## config.mk

```make
export PLATFORM = sky130hd
export DESIGN_NAME = fir_lowpass_46_tap_unit
export DESIGN_NICKNAME = d
export VERILOG_FILES = /design/src/rtl/fir46_pkg.sv /design/src/rtl/fir_lowpass_46_tap_unit.sv
export SDC_FILE = /design/constraint.sdc
export NUM_CORES = 2
export LEC_CHECK = 0
export BUFFER_PORTS_ARGS = -buffer_cell sky130_fd_sc_hd__buf_2
export CAP_MARGIN = 20
export CORE_MARGIN = 2
export CORE_UTILIZATION = 60
export CTS_BUF_LIST = sky130_fd_sc_hd__clkbuf_4
export DETAILED_ROUTE_END_ITERATION = 10
export PLACE_DENSITY = 0.89
export REMOVE_ABC_BUFFERS = 1
export SLEW_MARGIN = 20
export SYNTH_ARGS = -nofsm -noshare
export SYNTH_HDL_FRONTEND = slang
export SYNTH_SLANG_ARGS = --single-unit
```

## constraint.sdc

```tcl
create_clock -name clk -period 116.5 [get_ports clk]
set_input_delay 0 -clock clk [delete_from_list [all_inputs] [get_ports clk]]
set_output_delay 0 -clock clk [all_outputs]
set_load 0.02 [all_outputs]
```

## src/rtl/fir46_pkg.sv

```systemverilog
`timescale 1ns / 1ps
package fir46_pkg;

  localparam int DC_W       = 12;
  localparam int CENTER_W   = 13;
  localparam int FILT_W     = 14;
  localparam int SLOT_OUT_W = 7;

  localparam logic [DC_W-1:0] DC_RESET = 12'd2048;

  localparam int TABLE_LEN  = 46;
  localparam int TABLE_FRAC = 15;
  localparam int OUT_MIN    = -8192;
  localparam int OUT_MAX    = 8191;

  typedef enum logic [2:0] {
    ST_IDLE,
    ST_MAC,
    ST_SHIFT,
    ST_DRAIN,
    ST_ROUND
  } state_t;

  // Low-pass table in Q1.15; taps past the table read as zero.
  function automatic logic signed [15:0] coef_q15(input int j);
    case (j)
      0:  return -16'sd48;
      1:  return -16'sd89;
      2:  return -16'sd80;
      3:  return 16'sd0;
      4:  return 16'sd124;
      5:  return 16'sd212;
      6:  return 16'sd180;
      7:  return 16'sd0;
      8:  return -16'sd254;
      9:  return -16'sd423;
      10: return -16'sd350;
      11: return 16'sd0;
      12: return 16'sd479;
      13: return 16'sd792;
      14: return 16'sd657;
      15: return 16'sd0;
      16: return -16'sd925;
      17: return -16'sd1582;
      18: return -16'sd1383;
      19: return 16'sd0;
      20: return 16'sd2407;
      21: return 16'sd5176;
      22: return 16'sd7380;
      23: return 16'sd8219;
      24: return 16'sd7380;
      25: return 16'sd5176;
      26: return 16'sd2407;
      27: return 16'sd0;
      28: return -16'sd1383;
      29: return -16'sd1582;
      30: return -16'sd925;
      31: return 16'sd0;
      32: return 16'sd657;
      33: return 16'sd792;
      34: return 16'sd479;
      35: return 16'sd0;
      36: return -16'sd350;
      37: return -16'sd423;
      38: return -16'sd254;
      39: return 16'sd0;
      40: return 16'sd180;
      41: return 16'sd212;
      42: return 16'sd124;
      43: return 16'sd0;
      44: return -16'sd80;
      45: return -16'sd89;
      default: return 16'sd0;
    endcase
  endfunction

endpackage

```

## src/rtl/fir_lowpass_46_tap_unit.sv

```systemverilog
`timescale 1ns / 1ps
// Low-pass FIR, TAPS taps, for unsigned converter samples.
// Input channel: in_valid / in_ready with raw_sample. One transaction is one
//   sample. The programmed dc_offset is subtracted on acceptance.
// Output channel: out_valid / out_ready with centered_sample, filtered_sample
//   (rounded, saturated to 14 bits) and slot_index (counts 0..SLOTS-1, wraps).
// Config: cfg_we writes cfg_data into dc_offset at the clock edge; only
//   write while no sample is in flight.
// Sequence: after acceptance the block runs one multiply-accumulate step per tap
//   (ST_MAC), a shift step (ST_SHIFT), a drain of the multiply pipeline
//   (ST_DRAIN) and a round-and-load step (ST_ROUND) that raises out_valid. The
//   delay line rotates one word per cycle past a single multiply-accumulate
//   unit. A new sample is taken only in the idle state, so the block does not
//   take a new sample before it is through with the last one.
// Stall: the result sits in an output register. The next sample may be taken
//   and filtered while it waits; the block then holds before loading the new
//   result until the old transaction completes.
// Reset (rst, synchronous, active high): delay line and slot counter clear,
//   dc_offset returns to 2048, no result is pending.
module fir_lowpass_46_tap_unit #(
  parameter int TAPS           = 46,
  parameter int SLOTS          = 128,
  parameter int SAMPLE_BITS    = 12,
  parameter int COEF_FRAC_BITS = 15
) (
  input  logic                                   clk,
  input  logic                                   rst,
  input  logic                                   cfg_we,
  input  logic [fir46_pkg::DC_W-1:0]             cfg_data,
  input  logic                                   in_valid,
  output logic                                   in_ready,
  input  logic [SAMPLE_BITS-1:0]                 raw_sample,
  output logic                                   out_valid,
  input  logic                                   out_ready,
  output logic signed [fir46_pkg::CENTER_W-1:0]  centered_sample,
  output logic signed [fir46_pkg::FILT_W-1:0]    filtered_sample,
  output logic [fir46_pkg::SLOT_OUT_W-1:0]       slot_index
);
  import fir46_pkg::*;

  // Sample width after centering.
  localparam int X_W     = ((SAMPLE_BITS > DC_W) ? SAMPLE_BITS : DC_W) + 1;
  localparam int LSH     = (COEF_FRAC_BITS > TABLE_FRAC) ? COEF_FRAC_BITS - TABLE_FRAC : 0;
  localparam int RSH     = (COEF_FRAC_BITS < TABLE_FRAC) ? TABLE_FRAC - COEF_FRAC_BITS : 0;
  localparam int COEF_W  = (COEF_FRAC_BITS > TABLE_FRAC) ? COEF_FRAC_BITS + 1 : 16;
  localparam int PROD_W  = COEF_W + X_W;
  localparam int ACC_W   = PROD_W + $clog2(TAPS);
  localparam int TAP_W   = $clog2(TAPS);
  localparam int LINE_N  = TAPS - 1;
  localparam int SLOT_W  = $clog2(SLOTS);
  localparam logic [TAP_W-1:0]  TAP_LAST  = TAP_W'(TAPS - 1);
  localparam logic [SLOT_W-1:0] SLOT_LAST = SLOT_W'(SLOTS - 1);
  localparam logic [ACC_W:0]    RND_HALF  = (ACC_W + 1)'(1) << (COEF_FRAC_BITS - 1);

  // Rescale a table entry to COEF_FRAC_BITS, rounding half up on a right shift.
  function automatic logic signed [COEF_W-1:0] coef_scaled(input logic [TAP_W-1:0] j);
    logic signed [31:0] c;
    c = 32'(coef_q15(int'(j)));
    c = ((c <<< LSH) + ((32'sd1 <<< RSH) >>> 1)) >>> RSH;
    return COEF_W'(c);
  endfunction

  state_t state, state_next;

  logic [DC_W-1:0]         dc_offset;
  logic signed [X_W-1:0]   cur;
  logic signed [X_W-1:0]   cur_next;
  logic signed [X_W-1:0]   line [LINE_N];
  logic [TAP_W-1:0]        tap;
  logic [SLOT_W-1:0]       slot_cnt;
  logic [SLOT_W-1:0]       slot_q;

  logic signed [COEF_W-1:0] coef_r;
  logic signed [X_W-1:0]    opnd_r;
  logic                     s1_v;
  logic signed [PROD_W-1:0] prod;
  logic                     s2_v;
  logic signed [ACC_W-1:0]  acc;

  logic signed [ACC_W:0]    rsum;
  logic signed [ACC_W:0]    yq;
  logic signed [FILT_W-1:0] filt_next;

  logic in_fire;
  logic mac_en;
  logic shift_en;
  logic out_load;

  assign in_fire  = in_valid && in_ready;
  assign cur_next = $signed(X_W'(raw_sample)) - $signed(X_W'(dc_offset));

  // Next state.
  always_comb begin
    state_next = state;
    unique case (state)
      ST_IDLE:  if (in_valid) state_next = ST_MAC;
      ST_MAC:   if (tap == TAP_LAST) state_next = ST_SHIFT;
      ST_SHIFT: state_next = ST_DRAIN;
      ST_DRAIN: if (!s1_v && !s2_v) state_next = ST_ROUND;
      ST_ROUND: if (!out_valid || out_ready) state_next = ST_IDLE;
      default:  state_next = ST_IDLE;
    endcase
  end

  // Control decode.
  always_comb begin
    in_ready = 1'b0;
    mac_en   = 1'b0;
    shift_en = 1'b0;
    out_load = 1'b0;
    unique case (state)
      ST_IDLE:  in_ready = 1'b1;
      ST_MAC:   mac_en   = 1'b1;
      ST_SHIFT: shift_en = 1'b1;
      ST_DRAIN: ;
      ST_ROUND: out_load = !out_valid || out_ready;
      default:  ;
    endcase
  end

  always_ff @(posedge clk) begin
    if (rst) begin
      state <= ST_IDLE;
    end else begin
      state <= state_next;
    end
  end

  // Register and slot counter.
  always_ff @(posedge clk) begin
    if (rst) begin
      dc_offset <= DC_RESET;
      slot_cnt  <= '0;
    end else begin
      if (cfg_we) dc_offset <= cfg_data;
      if (in_fire) slot_cnt <= (slot_cnt == SLOT_LAST) ? '0 : slot_cnt + 1'b1;
    end
  end

  // Capture the sample and its slot; the tap count and accumulator clear on acceptance below.
  always_ff @(posedge clk) begin
    if (in_fire) begin
      cur    <= cur_next;
      slot_q <= slot_cnt;
    end
  end

  always_ff @(posedge clk) begin
    if (rst) begin
      tap <= '0;
    end else if (in_fire) begin
      tap <= '0;
    end else if (mac_en && tap != TAP_LAST) begin
      tap <= tap + 1'b1;
    end
  end

  // Delay line: rotate one word per tap, then shift the new sample in.
  always_ff @(posedge clk) begin
    if (rst) begin
      for (int i = 0; i < LINE_N; i++) line[i] <= '0;
    end else if (mac_en && tap != '0) begin
      for (int i = 0; i < LINE_N - 1; i++) line[i] <= line[i + 1];
      line[LINE_N - 1] <= line[0];
    end else if (shift_en) begin
      line[0] <= cur;
      for (int i = 1; i < LINE_N; i++) line[i] <= line[i - 1];
    end
  end

  // MAC pipeline: operand fetch, multiply, accumulate.
  always_ff @(posedge clk) begin
    coef_r <= coef_scaled(tap);
    opnd_r <= (tap == '0) ? cur : line[0];
    prod   <= coef_r * opnd_r;
    if (in_fire) begin
      acc <= '0;
    end else if (s2_v) begin
      acc <= acc + ACC_W'(prod);
    end
  end

  always_ff @(posedge clk) begin
    if (rst) begin
      s1_v <= 1'b0;
      s2_v <= 1'b0;
    end else begin
      s1_v <= mac_en;
      s2_v <= s1_v;
    end
  end

  // Round half up, then saturate to the output range.
  always_comb begin
    rsum = $signed((ACC_W + 1)'(acc)) + $signed(RND_HALF);
    yq   = rsum >>> COEF_FRAC_BITS;
    if (yq > $signed((ACC_W + 1)'(OUT_MAX))) begin
      filt_next = FILT_W'(OUT_MAX);
    end else if (yq < $signed((ACC_W + 1)'(OUT_MIN))) begin
      filt_next = FILT_W'(OUT_MIN);
    end else begin
      filt_next = FILT_W'(yq);
    end
  end

  // Output register: hold until the transaction completes.
  always_ff @(posedge clk) begin
    if (rst) begin
      out_valid <= 1'b0;
    end else if (out_load) begin
      out_valid <= 1'b1;
    end else if (out_ready) begin
      out_valid <= 1'b0;
    end
  end

  always_ff @(posedge clk) begin
    if (out_load) begin
      centered_sample <= CENTER_W'(cur);
      filtered_sample <= filt_next;
      slot_index      <= SLOT_OUT_W'(slot_q);
    end
  end

endmodule

```

### Word-level counts from Yosys, hierarchy flattened

Memory sizes are Yosys's and may differ from the RTL's. A register that Yosys moved wholly into a read port is not among the register bits.
Index checks and enable logic that the tools add are counted.

| word-level totals | value |
|---|---|
| memories | 2 |
| bits in writable memories | 585 |
| bits in read-only memories | 1024 |
| bits of input ports | 29 |
| register bits | 162 |
| logic and storage cells | 253 |
| latch bits | 0 |

| cells by class | value |
|---|---|
| equality and inequality tests | 11 |
| reductions and logical operators | 14 |
| divide/modulo/power cells | 0 |
| bitwise logic cells | 90 |
| mux-type cells | 113 |
| multipliers | 1 |
| shift operators | 0 |
| order comparisons | 2 |
| add/subtract/negate cells | 5 |

Memories:

| memory | words | bits a word | rd ports | clocked after memory_dff | wr ports | RTL line | RTL |
|---|---|---|---|---|---|---|---|
| (name not given) | 64 | 16 | 1 | 1 | 0 | fir46_pkg.sv:26 | `case (j)` |
| line | 45 | 13 | 45 | 0 | 45 | fir_lowpass_46_tap_unit.sv:68 | `logic signed [X_W-1:0] line [LINE_N];` |

Operator list:

| operator | number |
|---|---|
| 2-to-1 mux 13 bit | 91 |
| bitwise OR 1 bit | 90 |
| adder 35 x 16 -> 36 bit (second input constant) | 1 |
| adder 35 x 29 -> 35 bit | 1 |
| multiplier 16 x 13 -> 29 bit | 1 |
| greater-than comparator 21 x 14 -> 1 bit (second input constant) | 1 |
| less-than comparator 21 x 14 -> 1 bit (second input constant) | 1 |
| 2-to-1 mux 1 bit | 15 |
| one-hot mux 3 bit (5 select lines) | 1 |
| 2-to-1 mux 14 bit | 1 |
| subtractor 12 x 12 -> 13 bit | 1 |
| 2-to-1 mux 3 bit | 4 |
| != test 2 bit (second input constant) | 4 |
| adder 7 x 1 -> 7 bit (second input constant) | 1 |
| equality test 7 bit (second input constant) | 1 |
| 2-to-1 mux 7 bit | 1 |
| adder 6 x 1 -> 6 bit (second input constant) | 1 |
| equality test 3 x 2 -> 1 bit (second input constant) | 2 |
| equality test 6 bit (second input constant) | 1 |
| zero test 6 bit | 1 |
| != test 6 bit (second input constant) | 1 |
| nonzero test 6 bit | 1 |
| logical AND 1 bit | 4 |
| AND reduction 4 bit | 1 |
| 7 further kinds | 9 |

### Logic depth before layout (Yosys ltp)

| depth | value |
|---|---|
| word-level depth | 8 |
| mapped depth | 24 |
| mapped depth without buffers | 23 |

### Worst setup path before layout

No wires, ideal clock.

| timing path | value |
|---|---|
| path kind | flip-flop to flip-flop |
| start point | register tap[0] |
| end point | memory line[0][0] (netlist name) (enable) |
| buffers on the path | 2 |
| clock period less this slack | 43594 ps |
| arrival | 41293 ps |
| required time | 114199 ps |
| slack | 72906 ps |
| cell stages (with the launch flop) | 8 |
| library setup time | 2301 ps |
| cells stage by stage | dfxtp_1 clkbuf_1 inv_1 ha_1 nand2b_1 nor4_2 clkbuf_1 o21ai_0 |

RTL lines:

| item | RTL line | RTL |
|---|---|---|
| from (decl) | fir_lowpass_46_tap_unit.sv:69 | `logic [TAP_W-1:0] tap;` |
| from (signal assigned) | fir_lowpass_46_tap_unit.sv:154 | `tap <= tap + 1'b1;` |
| to (decl) | fir_lowpass_46_tap_unit.sv:68 |  |

### Worst setup path after layout

| timing path | value |
|---|---|
| start point | register opnd_r[4] |
| end point | register prod[27] |

| between the ends | value |
|---|---|
| word-level cells in the longest chain between the ends | 1 |

RTL lines:

| item | RTL line | RTL |
|---|---|---|
| from (decl) | fir_lowpass_46_tap_unit.sv:74 | `logic signed [X_W-1:0] opnd_r;` |
| from (signal assigned) | fir_lowpass_46_tap_unit.sv:174 | `opnd_r <= (tap == '0) ? cur : line[0];` |
| multiplier 16 x 13 -> 29 bit | fir_lowpass_46_tap_unit.sv:175 | `prod <= coef_r * opnd_r;` |
| to (signal assigned) | fir_lowpass_46_tap_unit.sv:175 |  |
| to (decl) | fir_lowpass_46_tap_unit.sv:76 | `logic signed [PROD_W-1:0] prod;` |

Every way passes these cells.
A chain may end at the register's enable or synchronous reset.

==> results by group <==
CTS
  • Worst-Skew Late Latency: 1.04 ns
  • Root Driver: clkbuf_4
  • CTS tree: yes
  • CTS buffer count: 183
  • Longest Clk Path Bufs: 3
  • CTS H-tree depth: 4
  • CTS clk-pin slew, worst paths: 0.08 ns
  • Sink Count: 762

Worst setup path
  • CP endpoint kind: flip-flop
  • CP peak stage delay: 0.78 ns
  • CP endpoint: prod[27]
  • Critical path peak fanout: 15
  • Bufs and invs on worst path: 1
  • Reg2reg start: opnd_r[4]
  • Instance count on the critical path: 17
  • Crit path top cell by count: fa_1
  • CP delay by family, top: adder cells
  • WP data required: 117.40 ns
  • CP Class: reg -> reg
  • End of the worst register-to-register path: prod[27]
  • Critical Path AT: 7.19 ns
  • R2R Setup Slk: 110.21 ns
  • Reg2Reg Depth: 17
  • Worst setup startpoint: opnd_r[4]
  • Slowest CP cell: dfxtp_1
  • CP Cell Sequence: nand2_1 > fa_1 > inv_1 > fa_1 > fa_1 > fa_1 > fa_1 > ha_1 > ha_1 > a21o_1 > a21oi_1 > nand2_1 > a211oi_1 > nor3_1 > or3_1 > a21oi_1 > xnor2_1
  • Startpoint types: flip-flop

Place
  • DP Worst Slack: 110.39 ns
  • Post-place instance area: 0.04052 mm²
  • Global placement routability congestion: 0.8671
  • Post-DP HPWL: 50,820 µm
  • Port Buf Inserts: 64
  • Placed instance count: 3,811

Synthesis
  • Yosys cell types: 80
  • Synth warn: 0
  • Leading area contributor after synthesis: edfxtp_1
  • Sequential share of the synthesized area: 0.5456
  • Synth Instances: 3,065
  • Synthesized area per cell: 12.95 µm²
  • Prevailing post-synth register cell: edfxtp_1
  • Synthesized area: 0.03968 mm²
  • Main area contributors after synthesis: edfxtp_1 48%, a22o_1 13%, fa_1 9.6%
  • Post-synth EDFFs: 639
  • Synth Register Bits: 762
  • Area share of the largest cell type after synthesis: 0.4836
  • Post-synth ARST share: 0

Detailed routing
  • Avg WL per Cell: 21.51 µm
  • Drt drc: 0
  • Final WL: 91,200 µm
  • Routed Antenna Nets: 0
  • Via-to-Cell Ratio: 6.419
  • DRT iter0 DRCs: 4,111
  • Vias: 27.21k
  • TritonRoute pass-1 iters: 9

Min path
  • HP Class: in -> reg

GRT
  • Initial antenna violation count: 2
  • Grt total ovfl: 0
  • Largest net degree at the start of global routing: 255
  • GRT Util Overall: 0.2650
  • Vias in the first global route: 26.32k
  • First-pass GRT wire length: 141,900 µm

Run status
  • Status: complete, no violations

Timing
  • Worst-margin pin slew: 1.153 ns
  • Relative slew slack: 0.2314
  • RSZ-0062 raised after global routing: no
  • Setup TNS: 0 ns
  • Worst setup margin: 110.21 ns
  • Finish-stage setup viols: 0
  • Crit path time final: 6.293 ns
  • Final Hold Fails: 0
  • Fmax: 158.9 MHz
  • Worst clock skew: 0.08975 ns
  • Final worst-path cycle share: 0.05402
  • Slew Limit Fails: 0

Finish
  • Final nets: 3,563
  • Sequential cell area: 0.02165 mm²
  • # fillers: 4,125
  • Design area: 0.04388 mm²
  • Area grow syn2layout: 10.58%
  • Share of cells above drive strength 1: 0.1283
  • Post-route insts no fill: 4,239
  • Multi-input gate area: 0.01639 mm²

Floorplanning
  • Die area: 0.06821 mm²
  • Chip Height: 261.2 µm
  • Initial Util: 0.6046
  • Die Width: 261.2 µm
  • Std-Cell Rows: 94
  • # IOs: 65
  • Core area: 0.06563 mm²

Flow run
  • Max Cap Violations: 0
## stage by stage
| step | hold slack [ns] | utilization |
|---|---|---|
| 5_1_grt | 0.09448 | 0.6686 |
| 2_1_floorplan | 0.06907 | - |
| 3_3_place_gp | 0.2236 | 0.6175 |
| 4_1_cts | 0.003967 | 0.6675 |
| 6_report | 0.1383 | 0.6686 |
| 3_5_place_dp | 0.2301 | 0.6175 |
## per-layer routing
metal	track usage	vias to the layer above	wire, µm
li1	-	11910	-
met1	0.3553	13320	34840
met2	0.4139	1723	44000
met3	0.06310	265	8713
met4	0.1212	0	3647
met5	0	-	0
## timing repair
item,4_1_cts,5_1_grt
resized for setup,0,0
hold buffers,82,0
endpoints found under the hold margin,98,0
setup buffers,0,0
## cell type report
type                    instances  area share
flip-flops and latches        762      0.4935
multi-input cells            1868      0.3736
clock buffers                 275     0.04705
repair buffers                175     0.03271
well taps                     864     0.02464
inverters                     226     0.01933
clock inverters                68    0.009125
diodes                          1  0.00005703
## worst min path at each step
| stage | start | endpoint | slack (ns) | depth (start not counted) |
|---|---|---|---|---|
| floorplan | rst | out_valid | 0.07 | 1 |
| global placement | cfg_data[11] | dc_offset[11] | 0.22 | 3 |
| detailed placement | cfg_data[11] | dc_offset[11] | 0.23 | 3 |
| CTS | cfg_we | dc_offset[11] | 0.004 | 3 |
| global route | cfg_we | dc_offset[11] | 0.09 | 3 |
| finish | cfg_we | dc_offset[11] | 0.14 | 3 |
## kinds of logic after synthesis
kind of cell             share of synthesized area
flip-flops                                  0.5456
buffers and inverters                      0.04254
XOR/XNOR                                   0.01810
adder cells (fa/ha/maj)                     0.1365
AO/OA/AOI/OAI                               0.1795
AND/OR/NAND/NOR                            0.06382
multiplexers                               0.01391
## Yosys cell counts (36+ instances only)
library cell / n
clkbuf_1: 149
inv_1: 225
xnor2_1: 49
a21oi_1: 75
mux2i_1: 36
buf_2: 41
edfxtp_1: 639
nand2_1: 178
dfxtp_1: 123
o21ai_0: 73
a22o_1: 586
ha_1: 128
and2_1: 84
fa_1: 190
nor2_1: 128
## sequential cells by signal (all words and copies together) (netlist names)
register,cells
slot_cnt,7
centered_sample,13
s2_v,1
prod,29
out_valid,1
filtered_sample,14
line,585
coef_r,15
cur,13
opnd_r,13
slot_q,7
state,3
dc_offset,12
s1_v,1
acc,35
slot_index,7
tap,6
## worst register-to-register path: cells and delay by family (launching register included)
family                   cells  cell delay [ns]
adder cells (fa/ha/maj)      7             3.33
buffers and inverters        1             0.13
flip-flops                   1             0.78
AO/OA/AOI/OAI                4             0.97
XOR/XNOR                     1             0.13
AND/OR/NAND/NOR              4             0.84
## placed cells by master, fill, tap and decap left out, drive strengths merged, types with 82 or more instances in the layout
master       instances
dlygate4sd3         82
inv                230
o21ai               86
edfxtp             639
dfxtp              123
nand2              178
ha                 128
nor2               128
buf                 93
fa                 190
a22o               586
and2                84
clkbuf             275
Power is left out: the tool's default activity adds up to more than one toggle a clock period on the data nets, which glitch-free logic cannot reach.
